===== src/rtl/accelerator_lease_pool_macros.svh =====
// Assertion macros shared by the lease pool RTL.
// Each expects clk and rst in scope at the point of use.
`ifndef ACCELERATOR_LEASE_POOL_MACROS_SVH
`define ACCELERATOR_LEASE_POOL_MACROS_SVH

// same-cycle implication
`define ALP_ASSERT_NOW(lbl, ante, cons, msg) \
  lbl: assert property (@(posedge clk) disable iff (rst) (ante) |-> (cons)) else $error(msg);

// next-cycle implication
`define ALP_ASSERT_NEXT(lbl, ante, cons, msg) \
  lbl: assert property (@(posedge clk) disable iff (rst) (ante) |=> (cons)) else $error(msg);

`endif


===== src/rtl/alp_pkg.sv =====
// ----------------------------------------------------------------------------
// alp_pkg
// Shared constants, codes and controller/datapath types for the lease pool.
// ----------------------------------------------------------------------------
package alp_pkg;

  localparam int POOL_SIZE_DEF = 8;

  localparam logic [1:0] ACT_LEASE    = 2'd0;
  localparam logic [1:0] ACT_RELEASE  = 2'd1;
  localparam logic [1:0] ACT_ANNOUNCE = 2'd2;

  localparam logic [2:0] ST_GRANTED     = 3'd0;
  localparam logic [2:0] ST_UNAVAILABLE = 3'd1;
  localparam logic [2:0] ST_RETURNED    = 3'd2;
  localparam logic [2:0] ST_NOT_LEASED  = 3'd3;
  localparam logic [2:0] ST_ADDED       = 3'd4;
  localparam logic [2:0] ST_IGNORED     = 3'd5;

  // granted address is 1.1.board.2
  localparam logic [7:0] ADDR_OCT_A = 8'd1;
  localparam logic [7:0] ADDR_OCT_B = 8'd1;
  localparam logic [7:0] ADDR_OCT_D = 8'd2;

  // where the result board number comes from
  localparam logic [1:0] SRC_ZERO = 2'd0;
  localparam logic [1:0] SRC_REQ  = 2'd1;
  localparam logic [1:0] SRC_FREE = 2'd2;

  typedef struct packed {
    logic       capture;
    logic       pop_free;
    logic       push_free;
    logic       push_busy;
    logic       drop_busy;
    logic       busy_rd_next;
    logic       shift_wr;
    logic       idx_inc;
    logic       set_res;
    logic [2:0] res_status;
    logic [1:0] res_src;
    logic       load_out;
  } alp_cmd_t;

  typedef struct packed {
    logic [1:0] act;
    logic       free_empty;
    logic       free_full;
    logic       busy_empty;
    logic       busy_full;
    logic       len_match;
    logic       hit;
    logic       last_search;
    logic       more_shift;
    logic       out_free;
  } alp_sts_t;

endpackage


===== src/rtl/alp_if.sv =====
// ----------------------------------------------------------------------------
// alp_if
// Valid/ready channels of the lease pool: request, response, configuration.
// ----------------------------------------------------------------------------
interface alp_req_if;
  logic        valid;
  logic        ready;
  logic [1:0]  action;
  logic [31:0] peer_addr;
  logic [15:0] payload_length;

  modport source (output valid, action, peer_addr, payload_length, input ready);
  modport sink   (input valid, action, peer_addr, payload_length, output ready);
endinterface

interface alp_rsp_if;
  logic        valid;
  logic        ready;
  logic [2:0]  status;
  logic [7:0]  board_num;
  logic [31:0] board_addr;
  logic [3:0]  free_count;
  logic [3:0]  busy_count;

  modport source (output valid, status, board_num, board_addr, free_count, busy_count,
                  input ready);
  modport sink   (input valid, status, board_num, board_addr, free_count, busy_count,
                  output ready);
endinterface

interface alp_cfg_if;
  logic        valid;
  logic        ready;
  logic [15:0] data;

  modport source (output valid, data, input ready);
  modport sink   (input valid, data, output ready);
endinterface


===== src/rtl/alp_ram.sv =====
// ----------------------------------------------------------------------------
// alp_ram
// Generic single-write, single-read RAM with registered read data.
// ----------------------------------------------------------------------------
module alp_ram #(
  parameter int WIDTH = 8,
  parameter int DEPTH = 8
) (
  input  logic                                   clk,
  input  logic                                   we,
  input  logic [((DEPTH > 1) ? $clog2(DEPTH) : 1)-1:0] waddr,
  input  logic [WIDTH-1:0]                       wdata,
  input  logic [((DEPTH > 1) ? $clog2(DEPTH) : 1)-1:0] raddr,
  output logic [WIDTH-1:0]                       rdata
);

  logic [WIDTH-1:0] mem [DEPTH];

  always_ff @(posedge clk) begin
    if (we) begin
      mem[waddr] <= wdata;
    end
    rdata <= mem[raddr];
  end

endmodule


===== src/rtl/alp_ctrl.sv =====
// ----------------------------------------------------------------------------
// alp_ctrl
// Sequencer for lease, release (search and compaction) and announce.
// ----------------------------------------------------------------------------
module alp_ctrl (
  input  logic             clk,
  input  logic             rst,
  input  logic             in_valid,
  output logic             in_ready,
  input  alp_pkg::alp_sts_t sts,
  output alp_pkg::alp_cmd_t cmd
);
  import alp_pkg::*;

  localparam logic [3:0] S_IDLE     = 4'd0;
  localparam logic [3:0] S_DISPATCH = 4'd1;
  localparam logic [3:0] S_LEASE_WR = 4'd2;
  localparam logic [3:0] S_SRCH_RD  = 4'd3;
  localparam logic [3:0] S_SRCH_CK  = 4'd4;
  localparam logic [3:0] S_SHIFT_RD = 4'd5;
  localparam logic [3:0] S_SHIFT_WR = 4'd6;
  localparam logic [3:0] S_REL_DONE = 4'd7;
  localparam logic [3:0] S_FINISH   = 4'd8;

  logic [3:0] state;
  logic [3:0] state_next;

  always_ff @(posedge clk) begin
    if (rst) begin
      state <= S_IDLE;
    end else begin
      state <= state_next;
    end
  end

  assign in_ready = (state == S_IDLE);

  always_comb begin
    state_next = state;
    cmd        = '0;
    case (state)
      S_IDLE: begin
        if (in_valid) begin
          cmd.capture = 1'b1;
          state_next  = S_DISPATCH;
        end
      end
      S_DISPATCH: begin
        case (sts.act)
          ACT_LEASE: begin
            if (sts.free_empty) begin
              cmd.set_res    = 1'b1;
              cmd.res_status = ST_UNAVAILABLE;
              cmd.res_src    = SRC_ZERO;
              state_next     = S_FINISH;
            end else begin
              cmd.pop_free = 1'b1;
              state_next   = S_LEASE_WR;
            end
          end
          ACT_RELEASE: begin
            if (sts.busy_empty) begin
              cmd.set_res    = 1'b1;
              cmd.res_status = ST_NOT_LEASED;
              cmd.res_src    = SRC_REQ;
              state_next     = S_FINISH;
            end else begin
              state_next = S_SRCH_RD;
            end
          end
          ACT_ANNOUNCE: begin
            cmd.set_res = 1'b1;
            cmd.res_src = SRC_REQ;
            if (sts.len_match && !sts.free_full) begin
              cmd.push_free  = 1'b1;
              cmd.res_status = ST_ADDED;
            end else begin
              cmd.res_status = ST_IGNORED;
            end
            state_next = S_FINISH;
          end
          default: begin
            cmd.set_res    = 1'b1;
            cmd.res_status = ST_IGNORED;
            cmd.res_src    = SRC_ZERO;
            state_next     = S_FINISH;
          end
        endcase
      end
      S_LEASE_WR: begin
        // append dropped when busy list is full
        cmd.push_busy  = !sts.busy_full;
        cmd.set_res    = 1'b1;
        cmd.res_status = ST_GRANTED;
        cmd.res_src    = SRC_FREE;
        state_next     = S_FINISH;
      end
      S_SRCH_RD: begin
        state_next = S_SRCH_CK;
      end
      S_SRCH_CK: begin
        if (sts.hit) begin
          state_next = sts.last_search ? S_REL_DONE : S_SHIFT_RD;
        end else if (sts.last_search) begin
          cmd.set_res    = 1'b1;
          cmd.res_status = ST_NOT_LEASED;
          cmd.res_src    = SRC_REQ;
          state_next     = S_FINISH;
        end else begin
          cmd.idx_inc = 1'b1;
          state_next  = S_SRCH_RD;
        end
      end
      S_SHIFT_RD: begin
        cmd.busy_rd_next = 1'b1;
        state_next       = S_SHIFT_WR;
      end
      S_SHIFT_WR: begin
        cmd.shift_wr = 1'b1;
        cmd.idx_inc  = 1'b1;
        state_next   = sts.more_shift ? S_SHIFT_RD : S_REL_DONE;
      end
      S_REL_DONE: begin
        cmd.drop_busy  = 1'b1;
        cmd.push_free  = !sts.free_full;
        cmd.set_res    = 1'b1;
        cmd.res_status = ST_RETURNED;
        cmd.res_src    = SRC_REQ;
        state_next     = S_FINISH;
      end
      S_FINISH: begin
        if (sts.out_free) begin
          cmd.load_out = 1'b1;
          state_next   = S_IDLE;
        end
      end
      default: begin
        state_next = S_IDLE;
      end
    endcase
  end

endmodule


===== src/rtl/alp_dp.sv =====
// ----------------------------------------------------------------------------
// alp_dp
// Datapath: free stack and busy list RAMs, fill counts, search index,
// config register and response register.
// ----------------------------------------------------------------------------
module alp_dp #(
  parameter int POOL_SIZE = alp_pkg::POOL_SIZE_DEF
) (
  input  logic              clk,
  input  logic              rst,
  input  logic [1:0]        in_action,
  input  logic [31:0]       in_peer_addr,
  input  logic [15:0]       in_payload_length,
  input  alp_pkg::alp_cmd_t cmd,
  output alp_pkg::alp_sts_t sts,
  alp_rsp_if.source         rsp,
  alp_cfg_if.sink           cfg
);
  import alp_pkg::*;

  localparam int CW = $clog2(POOL_SIZE + 1);
  localparam int AW = (POOL_SIZE > 1) ? $clog2(POOL_SIZE) : 1;
  localparam logic [CW-1:0] FULL = CW'(POOL_SIZE);

  logic [15:0]   cfg_len;
  logic [1:0]    act;
  logic [7:0]    req_board;
  logic [15:0]   plen;
  logic [CW-1:0] free_fill;
  logic [CW-1:0] busy_fill;
  logic [CW-1:0] idx;
  logic [2:0]    res_status;
  logic [7:0]    res_board;
  logic          res_grant;

  logic [CW-1:0] free_top;
  logic [CW-1:0] idx_p1;
  logic [CW:0]   idx_p2;
  logic [7:0]    free_rdata;
  logic [7:0]    busy_rdata;
  logic [AW-1:0] busy_raddr;
  logic [AW-1:0] busy_waddr;
  logic [7:0]    busy_wdata;
  logic          busy_we;

  assign free_top = free_fill - CW'(1);
  assign idx_p1   = idx + CW'(1);
  assign idx_p2   = {1'b0, idx} + (CW+1)'(2);

  alp_ram #(.WIDTH(8), .DEPTH(POOL_SIZE)) u_free_ram (
    .clk   (clk),
    .we    (cmd.push_free),
    .waddr (free_fill[AW-1:0]),
    .wdata (req_board),
    .raddr (free_top[AW-1:0]),
    .rdata (free_rdata)
  );

  assign busy_raddr = cmd.busy_rd_next ? idx_p1[AW-1:0] : idx[AW-1:0];
  assign busy_waddr = cmd.shift_wr ? idx[AW-1:0] : busy_fill[AW-1:0];
  assign busy_wdata = cmd.shift_wr ? busy_rdata : free_rdata;
  assign busy_we    = cmd.shift_wr | cmd.push_busy;

  alp_ram #(.WIDTH(8), .DEPTH(POOL_SIZE)) u_busy_ram (
    .clk   (clk),
    .we    (busy_we),
    .waddr (busy_waddr),
    .wdata (busy_wdata),
    .raddr (busy_raddr),
    .rdata (busy_rdata)
  );

  // config word
  assign cfg.ready = 1'b1;
  always_ff @(posedge clk) begin
    if (rst) begin
      cfg_len <= '0;
    end else if (cfg.valid) begin
      cfg_len <= cfg.data;
    end
  end

  // latched request word
  always_ff @(posedge clk) begin
    if (cmd.capture) begin
      act       <= in_action;
      req_board <= in_peer_addr[15:8];
      plen      <= in_payload_length;
    end
  end

  always_ff @(posedge clk) begin
    if (rst) begin
      free_fill <= '0;
      busy_fill <= '0;
    end else begin
      if (cmd.pop_free) begin
        free_fill <= free_top;
      end else if (cmd.push_free) begin
        free_fill <= free_fill + CW'(1);
      end
      if (cmd.push_busy) begin
        busy_fill <= busy_fill + CW'(1);
      end else if (cmd.drop_busy) begin
        busy_fill <= busy_fill - CW'(1);
      end
    end
  end

  always_ff @(posedge clk) begin
    if (cmd.capture) begin
      idx <= '0;
    end else if (cmd.idx_inc) begin
      idx <= idx_p1;
    end
  end

  always_ff @(posedge clk) begin
    if (cmd.set_res) begin
      res_status <= cmd.res_status;
      res_grant  <= (cmd.res_src == SRC_FREE);
      case (cmd.res_src)
        SRC_REQ:  res_board <= req_board;
        SRC_FREE: res_board <= free_rdata;
        default:  res_board <= '0;
      endcase
    end
  end

  // response register
  always_ff @(posedge clk) begin
    if (rst) begin
      rsp.valid <= 1'b0;
    end else if (cmd.load_out) begin
      rsp.valid <= 1'b1;
    end else if (rsp.ready) begin
      rsp.valid <= 1'b0;
    end
  end

  always_ff @(posedge clk) begin
    if (cmd.load_out) begin
      rsp.status     <= res_status;
      rsp.board_num  <= res_board;
      rsp.board_addr <= res_grant ? {ADDR_OCT_A, ADDR_OCT_B, res_board, ADDR_OCT_D} : '0;
      rsp.free_count <= 4'(free_fill);
      rsp.busy_count <= 4'(busy_fill);
    end
  end

  assign sts.act         = act;
  assign sts.free_empty  = (free_fill == '0);
  assign sts.free_full   = (free_fill >= FULL);
  assign sts.busy_empty  = (busy_fill == '0);
  assign sts.busy_full   = (busy_fill >= FULL);
  assign sts.len_match   = (plen == cfg_len);
  assign sts.hit         = (busy_rdata == req_board);
  assign sts.last_search = (idx_p1 == busy_fill);
  assign sts.more_shift  = (idx_p2 < {1'b0, busy_fill});
  assign sts.out_free    = !rsp.valid || rsp.ready;

endmodule


===== src/rtl/accelerator_lease_pool.sv =====
// ----------------------------------------------------------------------------
// accelerator_lease_pool
// Lease bookkeeping for accelerator boards: free stack plus ordered busy list.
// ----------------------------------------------------------------------------
// Usage:
//   req : one word per command (lease, release, announce); the board for
//         release and announce is peer_addr[15:8].
//   rsp : one word per request with status, board, granted address and the
//         fill counts after the command.
//   cfg : expected announce payload length; always ready, write when idle.
// Timing: one request is worked at a time; req.ready is high only when the
//   sequencer is idle. A release reads and checks the busy list entries in
//   order until it finds a match, then compacts the list by moving each
//   later entry down one slot with a read step and a write step. The next
//   request can be taken on the same edge as the response. The single
//   registered read port of the busy list RAM is why a release walks the
//   list one entry at a time.
// Reset: both lists empty, config length 0; no RAM clearing pass.
// Stall: the response sits in an output register; the next request is
//   taken and worked while it waits, and stalls in its last step until the
//   held response is taken.
// ----------------------------------------------------------------------------
`include "accelerator_lease_pool_macros.svh"

module accelerator_lease_pool #(
  parameter int POOL_SIZE = alp_pkg::POOL_SIZE_DEF
) (
  input  logic     clk,
  input  logic     rst,
  alp_req_if.sink  req,
  alp_rsp_if.source rsp,
  alp_cfg_if.sink  cfg
);
  import alp_pkg::*;

  alp_cmd_t cmd;
  alp_sts_t sts;
  logic     in_ready;

  assign req.ready = in_ready;

  alp_ctrl u_ctrl (
    .clk      (clk),
    .rst      (rst),
    .in_valid (req.valid),
    .in_ready (in_ready),
    .sts      (sts),
    .cmd      (cmd)
  );

  alp_dp #(.POOL_SIZE(POOL_SIZE)) u_dp (
    .clk               (clk),
    .rst               (rst),
    .in_action         (req.action),
    .in_peer_addr      (req.peer_addr),
    .in_payload_length (req.payload_length),
    .cmd               (cmd),
    .sts               (sts),
    .rsp               (rsp),
    .cfg               (cfg)
  );

  `ALP_ASSERT_NEXT(a_one_at_a_time, req.valid && req.ready, !req.ready,
    "request taken while busy")
  `ALP_ASSERT_NOW(a_grant_addr, rsp.valid && (rsp.status == ST_GRANTED),
    (rsp.board_addr[15:8] == rsp.board_num) && (rsp.board_addr[7:0] == ADDR_OCT_D),
    "granted address mismatch")
  `ALP_ASSERT_NOW(a_unavail_zero, rsp.valid && (rsp.status == ST_UNAVAILABLE),
    (rsp.board_num == 8'd0) && (rsp.board_addr == 32'd0) && (rsp.free_count == 4'd0),
    "unavailable with nonzero fields")

endmodule


===== src/flat_wrapper.sv =====
// flat-port wrapper written by rule: the top's interface ports become plain ports
module accelerator_lease_pool_flat import alp_pkg::*;
#(
  parameter int POOL_SIZE = alp_pkg::POOL_SIZE_DEF
)
  (clk, rst, req_valid, req_action, req_peer_addr, req_payload_length, req_ready, rsp_valid, rsp_status, rsp_board_num, rsp_board_addr, rsp_free_count, rsp_busy_count, rsp_ready, cfg_valid, cfg_data, cfg_ready);
  alp_req_if req_i ();
  alp_rsp_if rsp_i ();
  alp_cfg_if cfg_i ();
  input  logic clk;
  input  logic rst;
  input wire logic [$bits(req_i.valid)-1:0] req_valid;
  input wire logic [$bits(req_i.action)-1:0] req_action;
  input wire logic [$bits(req_i.peer_addr)-1:0] req_peer_addr;
  input wire logic [$bits(req_i.payload_length)-1:0] req_payload_length;
  output wire logic [$bits(req_i.ready)-1:0] req_ready;
  output wire logic [$bits(rsp_i.valid)-1:0] rsp_valid;
  output wire logic [$bits(rsp_i.status)-1:0] rsp_status;
  output wire logic [$bits(rsp_i.board_num)-1:0] rsp_board_num;
  output wire logic [$bits(rsp_i.board_addr)-1:0] rsp_board_addr;
  output wire logic [$bits(rsp_i.free_count)-1:0] rsp_free_count;
  output wire logic [$bits(rsp_i.busy_count)-1:0] rsp_busy_count;
  input wire logic [$bits(rsp_i.ready)-1:0] rsp_ready;
  input wire logic [$bits(cfg_i.valid)-1:0] cfg_valid;
  input wire logic [$bits(cfg_i.data)-1:0] cfg_data;
  output wire logic [$bits(cfg_i.ready)-1:0] cfg_ready;
  assign req_i.valid = req_valid;
  assign req_i.action = req_action;
  assign req_i.peer_addr = req_peer_addr;
  assign req_i.payload_length = req_payload_length;
  assign req_ready = req_i.ready;
  assign rsp_valid = rsp_i.valid;
  assign rsp_status = rsp_i.status;
  assign rsp_board_num = rsp_i.board_num;
  assign rsp_board_addr = rsp_i.board_addr;
  assign rsp_free_count = rsp_i.free_count;
  assign rsp_busy_count = rsp_i.busy_count;
  assign rsp_i.ready = rsp_ready;
  assign cfg_i.valid = cfg_valid;
  assign cfg_i.data = cfg_data;
  assign cfg_ready = cfg_i.ready;
  accelerator_lease_pool #(.POOL_SIZE(POOL_SIZE)) u_core (.clk(clk), .rst(rst), .req(req_i), .rsp(rsp_i), .cfg(cfg_i));
endmodule

===== config.mk =====
export PLATFORM = sky130hd
export DESIGN_NAME = accelerator_lease_pool_flat
export DESIGN_NICKNAME = d
export VERILOG_FILES = /design/src/rtl/alp_pkg.sv /design/src/rtl/alp_if.sv /design/src/rtl/alp_ram.sv /design/src/rtl/alp_ctrl.sv /design/src/rtl/alp_dp.sv /design/src/rtl/accelerator_lease_pool.sv /design/src/flat_wrapper.sv
export VERILOG_INCLUDE_DIRS = /design/src /design/src/rtl
export SDC_FILE = /design/constraint.sdc
export NUM_CORES = 1
export LEC_CHECK = 0
export BUFFER_PORTS_ARGS = -buffer_cell sky130_fd_sc_hd__buf_2
export CORE_UTILIZATION = 52
export CTS_CLUSTER_DIAMETER = 120
export CTS_CLUSTER_SIZE = 8
export DETAILED_ROUTE_END_ITERATION = 8
export PLACE_DENSITY = 0.76
export SLEW_MARGIN = 25
export SYNTH_ARGS = -nofsm -noshare
export SYNTH_HDL_FRONTEND = slang
export SYNTH_SLANG_ARGS = --single-unit
export TNS_END_PERCENT = 20

===== constraint.sdc =====
create_clock -name clk -period 2.9 [get_ports clk]
set_input_delay 0.58 -clock clk [delete_from_list [all_inputs] [get_ports clk]]
set_output_delay 0.58 -clock clk [all_outputs]
set_load 0.1 [all_outputs]

# After elaboration in Yosys (flattened, before gate mapping)
# Memory sizes are Yosys's and may differ from the RTL's. A register that Yosys moved wholly into a read port is not among the register bits.
# Index checks and enable logic that the tools add are counted.
# word_totals
out_inout_bits	54
register_bits	122
elab_cells	109
mem_bits_rw	128
in_bits	71
mem_count	2
# memory_table
name	words	width	read_ports	rd_ports_with_merged_regs	wr	line	rtl
u_core.u_dp.u_busy_ram.mem	8	8	1	1	1	alp_ram.sv:17	logic [WIDTH-1:0] mem [DEPTH];
u_core.u_dp.u_free_ram.mem	8	8	1	1	1	alp_ram.sv:17	
# op_classes
magnitude_cmp	3
n_mux	48
n_reduce_logical	14
n_eq_ne	17
n_addsub	6
n_bitwise	1
# ops
cell	n
$mux 4	10
$pmux 4 s8	1
$mux 25	1
$pmux 6 s4	1
$mux 1	21
$mux 6	3
$pmux 6 s3	1
$eq 16x16->1	1
$eq 4x3->1 const B	4
$pmux 8 s2	1
$add 4x1->4 const B	3
$logic_not 4->1	3
$eq 4x2->1 const B	2
$eq 8x8->1	1
$ge 4x4->1 const B	2
$mux 8	1
$pmux 4 s2	1
$sub 4x1->4 const B	2
$mux 7	1
$mux 3	2
$reduce_bool 2->1	3
$add 4x2->5 const B	1
$lt 5x4->1	1
$eq 2x1->1 const B	2
15 further kinds	20

# Depth between registers and ports, before layout
# Gate-level depths: netlist of run 1.
# logic_depth
depth_word	8
ltp_mapped	16
depth_no_buf	14

# Modules after synthesis
# Synthesis of run 1 repeated with hierarchy kept, for this count alone.
# unflattened
hier_cells	624
area_unflattened_um2	10134.7
# by_module_without_submodules
mod	seq_area_each_um2	n_inst	area_per_inst_um2	cells_per_inst
alp_ram	2082.0	2	2691.3	114
alp_dp	2562.5	1	4187.8	324
alp_ctrl	80.1	1	564.3	72

# Worst setup path before layout of run 1
# No wires, ideal clock.
# synth_path
kind	reg2reg
from	register u_core.u_ctrl.state[0]
to	register u_core.u_dp.act[0] (enable)
setup_time_ps	396
path_buffers	2
t_arrival_ps	4659
required_ps	2504
path_stages_with_launch	5
synth_period_minus_slack_ps	5054
setup_slack_ps	-2154
cell_sequence	dfxtp_1 clkbuf_1 nor4_1 and2_1 clkbuf_1
# synth_lines
element	line	rtl
start, declared	alp_ctrl.sv:25	logic [3:0] state;
start signal, assigned	alp_ctrl.sv:32	state <= state_next;
end signal, assigned	alp_dp.sv:86	act <= in_action;
end, declared	alp_dp.sv:26	logic [1:0] act;

# Worst setup path after layout of run 1
# layout_path
from	register u_core.u_dp.req_board[4]
to	register u_core.u_dp.res_board[0] (data pin)
# layout_via
elab_chain_len	5
elab_cells_between_ends	6
cone_classes	eq/ne: 3; mux: 3
# layout_rtl
element	line	rtl
start, declared	alp_dp.sv:27	logic [7:0] req_board;
start signal, assigned	alp_dp.sv:87	req_board <= in_peer_addr[15:8];
$eq 8x8->1 (*)	alp_dp.sv:157	assign sts.hit = (busy_rdata == req_board);
$mux 7 (*)	alp_ctrl.sv:102	if (sts.hit) begin
$pmux 6 s4 (*)	alp_ctrl.sv:41	case (state)
$eq 2x2->1 / $eq 2x1->1 (equally long branches)	alp_dp.sv:122	case (cmd.res_src)
$pmux 8 s2 (*)	alp_dp.sv:122	
end signal, assigned	alp_dp.sv:123	SRC_REQ: res_board <= req_board;
end signal, assigned	alp_dp.sv:124	SRC_FREE: res_board <= free_rdata;
end, declared	alp_dp.sv:33	logic [7:0] res_board;
# Mark *: on every way between the ends. The rest lies on a longest branch, timed or not.
# A chain may end at the register's enable or synchronous reset.

==> impl_metrics.tcl, run 1 <==
set metrics [dict create \
    status "finished with violations" \
    violations "negative setup slack" \
    cp_max_fo 8 \
    p_leak_nw 4.53 \
    die_h_um 141 \
    clkLatencyLatePin_ns 0.52 \
    grt_pass1_wl_um 34300 \
    wirelength_um 22300 \
    ys.flop_type "edfxtp_1" \
    dr.pass1.iters 7 \
    place_congestion 0.875 \
    drc 0 \
    ios 125 \
    final.setup.worst_slack_ns -0.147 \
    path_clk_slew_ns 0.05 \
    worst_slew_pin_slew_ns 0.671 \
    coreArea_mm2 0.0189 \
    synthCells 702 \
    synth_top_cell_area_share_pct 57.6 \
    num_antenna_cells 0 \
    synth_cell_types 55 \
    synth_edf_count 194 \
    cts_tree "yes" \
    synthTopCellsByArea "edfxtp_1 58%, dfxtp_1 9.7%, mux4_2 3.6%" \
    synth_area_mm2 0.0101 \
    yosysWarningCount 0 \
    grt_use_total_pct 22.6 \
    power_density_mw_per_mm2 700 \
    multi_input_comb_area_mm2 0.00313 \
    chipWidth_um 141 \
    critical_path_buf_inv_count 1 \
    max_stage_delay_ns 0.41 \
    critical_path.top_delay_family "simple AND/OR/NAND/NOR gates" \
    ys_seq_elements 243 \
    start_util_pct 53.6 \
    drt-initial-drc-count 437 \
    fin_worst_skew_ns 0.0213 \
    cts_max_level 2 \
    rows 50 \
    finalHoldViolCount 0 \
    synth.avg_cell_area_um2 14.4 \
    cts_buffer_depth 3 \
    cp_common_cell "nor2_1" \
    die-area_mm2 0.0200 \
    crit_type "reg2reg" \
    hold_path_class "in2reg" \
    clock_sinks 243 \
    critPathLaunchType "flip-flop" \
    dpl_worst_slack_ns -0.316 \
    worstPathArrival_ns 3.30 \
    wl_per_cell_um 19.6 \
    rsz0062_at_grt "yes" \
    dp_hpwl_um 14200 \
    numCtsBuffers 36 \
    nFillCells 1322 \
    fmax_mhz 328 \
    grt_start_max_net_pins 33 \
    area_growth_pct 21.8 \
    critPathRequiredTime_ns 3.15 \
    cts_root_buffer "clkbuf_16" \
    slew_viol_final 0 \
    relSlewSlack_pct 55.3 \
    vias_per_cell 5.69 \
    cap_violations 0 \
    cp-end-kind "flip-flop" \
    overflow 0 \
    yosysTopAreaCell "edfxtp_1" \
    regArea_mm2 0.00681 \
    setup_viol 9 \
    ys_async_sr_fraction_pct 0 \
    layout-drive-gt1-share_pct 26.5 \
    min_period_ns 3.05 \
    synth.yosys.seq_area_share_pct 67.3 \
    drtAntennaViolNets 0 \
    portBuffers 78 \
    antenna_found_initial 0 \
    grt_pass1_vias 6526 \
    fin_nets 938 \
    ir_worst_vdd_mv 0.473 \
    slowest_stage "edfxtp_1" \
    whs_ns 0.235 \
    crit_path_cell_trace "xor2_1 > nor4_4 > buf_4 > nand4_1 > ha_2 > nor3b_1 > a21oi_1 > nor2_1 > a31oi_2 > o21ai_2 > ha_4 > a22oi_2 > nor2_1" \
    fin_crit_sh_pct 105 \
    vias 6472 \
]
==> per-layer routing <==
metal	vias up	share of wire, %	GRT usage, %
met3	48	6.7	4.32
met2	302	50	38.6
li1	2925	-	-
met4	0	2.6	9.22
met5	-	0	0
met1	3197	40	28.3
==> power by group <==
part	leakage (nW)	internal [mW]	switching, mW	total (mW)
clock	0.499	2.34	1.45	3.79
sequential	2.18	3.96	0.0843	4.04
combinational	1.86	0.235	0.560	0.795
total	4.53	6.53	2.10	8.63
==> cells by family (layout without fill, tap and decap cells) <==
kind of cell             count (synthesis)  in the layout  share of synthesized area, %
XOR/XNOR                                38             38                          3.29
AND/OR/NAND/NOR                        199            199                          10.7
multiplexers                            47             47                          6.81
flip-flops                             243            243                          67.3
AO/OA/AOI/OAI                           84             84                          6.00
buffers and inverters                   72            228                          3.71
other                                    2             22                        0.0742
adder cells (fa/ha/maj)                 17             17                          2.18
==> final cells by class <==
cell class              count  area share (%)
clock buffers              62            8.10
clock inverters             4           0.437
inverters                  15           0.457
multi-input cells         407            25.4
flip-flops and latches    243            55.2
well taps                 260            2.64
repair buffers            147            7.71
==> metrics by stage <==
step | area, um^2 | setup TNS (ns) | util [%] | instances | power, mW
final | 12300 | -0.937 | 65.2 | 1138 | 8.63
after global routing | 12300 | -1.93 | 65.2 | 1138 | 8.87
after CTS | 12200 | -0.828 | 64.7 | 1134 | 8.66
after detailed placement | 11100 | -3.85 | 58.9 | 1067 | 4.86
after global placement | 11100 | -0.644 | 58.9 | 1067 | 4.83
after floorplan | 10200 | -1.28 | - | 722 | 4.66
==> worst register-to-register path: stages (launching register included) <==
cell and delay (ns):
edfxtp_1 0.41, xor2_1 0.24, nor4_4 0.38, buf_4 0.18, nand4_1 0.16, ha_2 0.25
nor3b_1 0.13, a21oi_1 0.14, nor2_1 0.08, a31oi_2 0.23, o21ai_2 0.12, ha_4 0.22
a22oi_2 0.21, nor2_1 0.06
==> flip-flops by register name (all words and copies together), names as in the netlist, 8 cells and up <==
signal                        cells
u_core.u_dp.rsp.board_addr        9
u_core.u_dp.u_free_ram.rdata      8
u_core.u_dp.u_free_ram.mem       64
u_core.u_dp.plen                 16
u_core.u_dp.cfg_len              16
u_core.u_dp.u_busy_ram.rdata      8
u_core.u_dp.rsp.board_num         8
u_core.u_dp.res_board             8
u_core.u_dp.req_board             8
u_core.u_dp.u_busy_ram.mem       64
==> Yosys cell counts (15+ instances only) <==
cell and instances:
edfxtp_1 194, nor2_1 53, dfxtp_1 49, and3_1 36, nand2_1 35, xnor2_1 27, buf_4 24, clkbuf_1 21
mux2i_1 18, a2111oi_0 17, a211oi_1 17, ha_1 16, mux4_2 16, inv_1 15, nor4_1 15
==> repair_timing <==
| action | 4_1_cts | 5_1_grt |
|---|---|---|
| pin swaps | 7 | 8 |
| buffers inserted | 1 | 4 |
| gates resized for setup | 9 | 11 |
| hold buffers | 0 | 0 |
| endpoints found under the setup margin | 21 | 21 |
==> placed cells by master (no fill, tap or decap), types with 10 or more instances in the layout <==
cell type,Yosys,routed
xor2_1,11,10
nand2_1,35,35
and2_1,11,11
edfxtp_1,194,194
conb_1,2,22
nor4_1,15,13
mux2i_1,18,18
nor2_1,53,53
a2111oi_0,17,17
xnor2_1,27,27
inv_1,15,15
mux2_2,10,10
clkbuf_1,21,26
buf_4,24,65
ha_1,16,13
clkbuf_16,0,36
and3_1,36,36
buf_2,6,78
a211oi_1,17,17
dfxtp_1,49,49
mux4_2,16,16
==> path summary, 6_finish.rpt <==
kind	startpoint	to	slack, ns	cells after the start
max	u_core.u_dp.req_board[4]$_DFFE_PP_	u_core.u_dp.res_board[0]$_DFFE_PP_	-0.15	13
min	req_payload_length[13]	u_core.u_dp.plen[13]$_DFFE_PP_	0.23	1
max reg2reg	u_core.u_dp.req_board[4]$_DFFE_PP_	u_core.u_dp.res_board[0]$_DFFE_PP_	-0.15	13
min reg2reg	u_core.u_dp.res_status[2]$_DFFE_PP_	u_core.u_dp.rsp.status[2]$_DFFE_PP_	0.43	0
Power figures use the tool's default switching activity.
==> inputs of run 2 (changes only) <==
==> constraint.sdc (replaced) <==
create_clock -name clk -period 2.9 [get_ports clk]
set_input_delay 0.145 -clock clk [delete_from_list [all_inputs] [get_ports clk]]
set_output_delay 0.145 -clock clk [all_outputs]
set_load 0.1 [all_outputs]
==> run 2 against run 1 <==
Effect of this change: the flow still finishes with violations (negative setup slack); non-clock buffer count is 38 higher; critical path depth stayed put; clock power hardly changed; global-route usage is 1.8 points higher; power is 0.76% higher; flip-flop and latch count stayed put; sequential share of layout area is 1.6 points lower; maximum frequency is 3.1% higher; critical endpoint is now u_core.u_dp.res_board[5]$_DFFE_PP_.
==> impl_metrics.tcl, run 2 (synthesis gave the netlist of run 1 again) <==
set metrics [dict create \
    status "finished with violations" \
    violations "negative setup slack" \
    overflow 0 \
    min_period_ns 2.96 \
    final_cell_count_no_fill 1174 \
    rsz0062_at_grt "yes" \
    vias 6637 \
    fin_nets 976 \
    rows 50 \
    cts_tree "yes" \
    largestRegisters "u_core.u_dp.u_busy_ram.mem: 64 flops, u_core.u_dp.u_free_ram.mem: 64 flops" \
    crit_type "reg2reg" \
    p_leak_nw 4.68 \
    p_int_mw 6.56 \
    slew_viol_final 0 \
    ios 125 \
    coreArea_mm2 0.0189 \
    layout_common_cells "194 x edfxtp_1, 78 x buf_2, 61 x buf_4" \
    p_total_mw 8.70 \
    dp_hpwl_um 14200 \
    area_growth_pct 25.5 \
    drt-initial-drc-count 497 \
    path_clk_slew_ns 0.05 \
    grt_pass1_vias 6949 \
    comb_power_share_pct 9.7 \
    worst_slew_pin_slew_ns 0.663 \
    critPathRequiredTime_ns 3.16 \
    start_util_pct 53.6 \
    die_h_um 141 \
    multi_input_comb_area_mm2 0.00313 \
    dr.pass1.iters 5 \
    fin_crit_sh_pct 102 \
    fin_worst_skew_ns 0.0175 \
    clkPwrFrac_pct 43.8 \
    hold_path_class "in2reg" \
    ir_worst_vdd_mv 0.498 \
    regArea_mm2 0.00681 \
    seqPwrFrac_pct 46.5 \
    chipWidth_um 141 \
    vias_per_cell 5.65 \
    relSlewSlack_pct 55.8 \
    cap_violations 0 \
    cp-end-kind "flip-flop" \
    power.share.switching_pct 24.5 \
    place_congestion 0.865 \
    layout_commonest_cell "edfxtp_1" \
    numCtsBuffers 36 \
    die-area_mm2 0.0200 \
    grt_pass1_wl_um 36900 \
    wl_per_cell_um 20.1 \
    final_util_pct 67.2 \
    cts_buffer_depth 3 \
    final.setup.worst_slack_ns -0.0551 \
    fmax_mhz 338 \
    nFillCells 1269 \
    layout-drive-gt1-share_pct 25.2 \
    switchingPower_mw 2.13 \
    num_antenna_cells 0 \
    power_density_mw_per_mm2 685 \
    grt_use_total_pct 24.4 \
    finalHoldViolCount 0 \
    critPathLaunchType "flip-flop" \
    fin_tns_setup_ns -0.175 \
    wirelength_um 23600 \
    drtAntennaViolNets 0 \
    antenna_found_initial 0 \
    place_inst 1062 \
    drc 0 \
    worstPathArrival_ns 3.21 \
    clkLatencyLatePin_ns 0.52 \
    cp_max_fo 8 \
    clock_sinks 243 \
    portBuffers 78 \
    cts_root_buffer "clkbuf_16" \
    cts_max_level 2 \
    setup_viol 7 \
    grt_start_max_net_pins 33 \
]
==> run 2: critical path: stages, from the launching register on <==
cell	delay, ns
edfxtp_1	0.40
xor2_1	0.17
nor4_2	0.32
buf_4	0.18
nand4_1	0.18
ha_2	0.26
nor3b_2	0.16
a21oi_2	0.14
nor2_1	0.07
a31oi_2	0.22
o21ai_2	0.12
ha_4	0.22
a22oi_2	0.22
nor2_2	0.07
==> run 2: cell type report <==
| type | count | area share [%] |
|---|---|---|
| Clock buffer | 60 | 7.80 |
| Multi-Input combinational cell | 407 | 24.6 |
| Inverter | 15 | 0.443 |
| Clock inverter | 4 | 0.414 |
| Tap cell | 260 | 2.56 |
| Timing Repair Buffer | 185 | 10.5 |
| Sequential cell | 243 | 53.6 |
==> run 2: final timing paths <==
| check | slack (ns) | cells after the start | from | end |
|---|---|---|---|---|
| worst max-delay path | -0.06 | 13 | u_core.u_dp.req_board[1]$_DFFE_PP_ | u_core.u_dp.res_board[5]$_DFFE_PP_ |
| worst min-delay path | 0.11 | 4 | req_valid | u_core.u_ctrl.state[0]$_SDFFE_PP0P_ |
| worst max register to register | -0.06 | 13 | u_core.u_dp.req_board[1]$_DFFE_PP_ | u_core.u_dp.res_board[5]$_DFFE_PP_ |
| worst min register to register | 0.44 | 0 | u_core.u_dp.res_status[1]$_DFFE_PP_ | u_core.u_dp.rsp.status[1]$_DFFE_PP_ |
==> run 2: power groups by stage <==
stage | Sequential [mW] | Clock (mW) | Combinational, mW
detailed placement | 4.10 | 0 | 0.766
global route | 4.05 | 4.00 | 0.895
floorplan | 4.16 | 0 | 0.495
finish | 4.04 | 3.81 | 0.843
CTS | 4.04 | 3.84 | 0.824
global placement | 4.09 | 0 | 0.741
==> run 2: stage by stage <==
stage | setup slack, ns | hold WS [ns] | cell area [um^2]
global placement | 0.0443 | 0.322 | 11100
finish | -0.0551 | 0.112 | 12700
CTS | -0.0561 | 0.0799 | 12600
global route | -0.139 | 0.129 | 12700
floorplan | -0.106 | 0.244 | 10200
detailed placement | -0.140 | 0.324 | 11100
==> run 2: repair_timing <==
action	in CTS	in global routing
resized for setup	8	13
pin swaps	6	8
setup endpoints to repair	21	29
hold endpoints to repair	43	0
buffers inserted	3	2
hold buffers	43	0
==> run 2: layer usage <==
layer / share of wire, % / routed length [um] / GRT usage, %
met3: 6.3 / 1500 / 4.29
met2: 51 / 12000 / 43.2
met1: 39 / 9300 / 29.9
met5: 0 / 0 / 0
met4: 3.4 / 798 / 9.17
==> inputs of run 3 (changes only) <==
Settings changed: REMOVE_ABC_BUFFERS set to 1.
==> run 3 against run 2 <==
Effect of this change: the run still ends with negative setup slack left; maximum frequency shrank 0.90%; routed wire length shrank 1.5%; via count grew 0.39%; flip-flop and latch count did not move; global-route usage fell by 0.86 points; worst setup slack got worse by 0.027 ns; cell count increased by 0.68%; critical endpoint unchanged; count of clock-buffer cells in the layout grew 1; largest power group unchanged.
==> impl_metrics.tcl, run 3 (synthesis gave the netlist of run 1 again) <==
set metrics [dict create \
    slowest_stage "edfxtp_1" \
    layout_commonest_cell "edfxtp_1" \
    comb_power_share_pct 9.6 \
    crit_type "reg2reg" \
    slew_viol_final 0 \
    min_to "u_core.u_ctrl.state[0]$_SDFFE_PP0P_" \
    setup_viol 7 \
    cts_max_level 2 \
    clkLatencyLatePin_ns 0.52 \
    grt_start_max_net_pins 33 \
    power.share.switching_pct 24.1 \
    min_path_cells 4 \
    violations "negative setup slack" \
    ir_worst_vdd_mv 0.487 \
    layout-drive-gt1-share_pct 25.6 \
    seqPwrFrac_pct 46.9 \
    hold_path_class "in2reg" \
    switchingPower_mw 2.08 \
    start_util_pct 53.6 \
    overflow 0 \
    drt-initial-drc-count 617 \
    place_congestion 0.944 \
    critPathRequiredTime_ns 3.24 \
    r2r_slack_ns -0.08 \
    regArea_mm2 0.00681 \
    p_int_mw 6.55 \
    fin_worst_skew_ns 0.0305 \
    grt_busiest_layer "met2" \
    die-area_mm2 0.0200 \
    fin_crit_sh_pct 103 \
    max_stage_delay_ns 0.43 \
    p_total_mw 8.63 \
    critPathLaunchType "flip-flop" \
    reg2reg_depth 14 \
    wirelength_um 23300 \
    power_density_mw_per_mm2 679 \
    vias 6663 \
    relSlewSlack_pct 50.1 \
    grt_pass1_vias 6639 \
    numCtsBuffers 36 \
    finalHoldViolCount 0 \
    dp_hpwl_um 14300 \
    fmax_mhz 335 \
    min_from "req_valid" \
    met1_usage_pct 30.8 \
    drc 0 \
    place_inst 1070 \
    p_leak_nw 4.70 \
    grt_use_total_pct 23.5 \
    portBuffers 78 \
    multi_input_comb_area_mm2 0.00311 \
    cts_tree "yes" \
    status "finished with violations" \
    final_util_pct 67.3 \
    fin_nets 984 \
    clock_sinks 243 \
    rows 50 \
    gr-usage-met2_pct 39.3 \
    min_period_ns 2.98 \
    dr.pass1.iters 5 \
    cap_violations 0 \
    whs_ns 0.0836 \
    clkPwrFrac_pct 43.5 \
    cp_max_fo 8 \
    coreArea_mm2 0.0189 \
    crit_path_cell_trace "xor2_2 > nor4_2 > buf_4 > nand4_1 > ha_2 > nor3b_1 > a21oi_1 > nor2_1 > a31oi_2 > buf_4 > o21a_4 > ha_4 > a22oi_2 > nor2_1" \
    timing.rr.start "u_core.u_dp.req_board[1]$_DFFE_PP_" \
    vias_per_cell 5.64 \
    rsz0062_at_grt "yes" \
    num_antenna_cells 0 \
    worst_slew_pin_slew_ns 0.749 \
    die_h_um 141 \
    layout_common_cells "194 x edfxtp_1, 78 x buf_2, 70 x buf_4" \
    final.setup.worst_slack_ns -0.0820 \
    chipWidth_um 141 \
    path_clk_slew_ns 0.06 \
    cts_root_buffer "clkbuf_16" \
    nFillCells 1240 \
    ios 125 \
    drtAntennaViolNets 0 \
    grt_pass1_wl_um 35500 \
    wl_per_cell_um 19.7 \
    area_growth_pct 25.6 \
    final_cell_count_no_fill 1182 \
    met3_usage_pct 4.25 \
    antenna_found_initial 0 \
    worstPathArrival_ns 3.32 \
    rr_endpoint "u_core.u_dp.res_board[5]$_DFFE_PP_" \
    largestRegisters "u_core.u_dp.u_busy_ram.mem: 64 flops, u_core.u_dp.u_free_ram.mem: 64 flops" \
    cts_buffer_depth 3 \
    cp-end-kind "flip-flop" \
]
==> run 3: changes by cell type in the layout (fill, tap and decap cells not counted), sizes merged <==
| cell | previous run | this run |
|---|---|---|
| inv | 17 | 16 |
| clkbuf | 60 | 61 |
| buf | 142 | 150 |
==> run 3: worst max path at each step <==
stage / end / cells after the start / start
floorplan: u_core.u_dp.act[0]$_DFFE_PP_ / 2 / u_core.u_ctrl.state[1]$_SDFFE_PP0P_
finish: u_core.u_dp.res_board[5]$_DFFE_PP_ / 14 / u_core.u_dp.req_board[1]$_DFFE_PP_
detailed placement: u_core.u_dp.res_board[3]$_DFFE_PP_ / 13 / u_core.u_dp.req_board[1]$_DFFE_PP_
global placement: u_core.u_dp.res_board[5]$_DFFE_PP_ / 13 / u_core.u_dp.req_board[1]$_DFFE_PP_
CTS: u_core.u_dp.res_board[6]$_DFFE_PP_ / 13 / u_core.u_dp.req_board[4]$_DFFE_PP_
global route: u_core.u_dp.res_board[5]$_DFFE_PP_ / 14 / u_core.u_dp.req_board[1]$_DFFE_PP_
==> run 3: area by class of cell <==
type / count / share of cell area, %
multi-input cells: 407 / 24.5
inverters: 15 / 0.443
flip-flops and latches: 243 / 53.5
clock buffers: 61 / 7.82
well taps: 260 / 2.56
repair buffers: 193 / 10.9
clock inverters: 3 / 0.256
==> run 3: what timing repair did <==
| action | 4_1_cts | 5_1_grt |
|---|---|---|
| buffers inserted | 1 | 4 |
| hold buffers | 43 | 0 |
| endpoints found under the hold margin | 43 | 0 |
| gates resized for setup | 8 | 11 |
| pin swaps | 3 | 13 |
| endpoints found under the setup margin | 21 | 8 |
==> run 3: stage by stage <==
| step | area [um^2] | setup WS, ns | setup TNS (ns) |
|---|---|---|---|
| after floorplan | 9870 | -1.88 | -57.97 |
| after global placement | 11100 | 0.0101 | 0 |
| after detailed placement | 11100 | -0.151 | -1.37 |
| after CTS | 12600 | 0.00319 | 0 |
| after global routing | 12700 | -0.140 | -0.650 |
| final | 12700 | -0.0820 | -0.192 |
==> run 3: critical path, delay by kind of cell, from the launching register on <==
kind                     cells  cell delay (ns)
AND/OR/NAND/NOR              5             0.86
adder cells (fa/ha/maj)      2             0.46
XOR/XNOR                     1             0.18
buffers and inverters        2             0.33
flip-flops                   1             0.43
AO/OA/AOI/OAI                4             0.56
==> run 3: power by group through the flow <==
stage	sequential, mW	clock, mW	combinational [mW]
floorplan	4.18	0	0.442
global placement	4.09	0	0.737
detailed placement	4.10	0	0.757
CTS	4.03	3.80	0.809
global route	4.05	3.96	0.876
finish	4.04	3.76	0.829
==> run 3: per-layer routing <==
| layer | vias to the layer above | share of wire (%) |
|---|---|---|
| li1 | 3019 | - |
| met1 | 3267 | 42 |
| met2 | 324 | 49 |
| met3 | 53 | 6.2 |
| met4 | 0 | 3.0 |
| met5 | - | 0 |
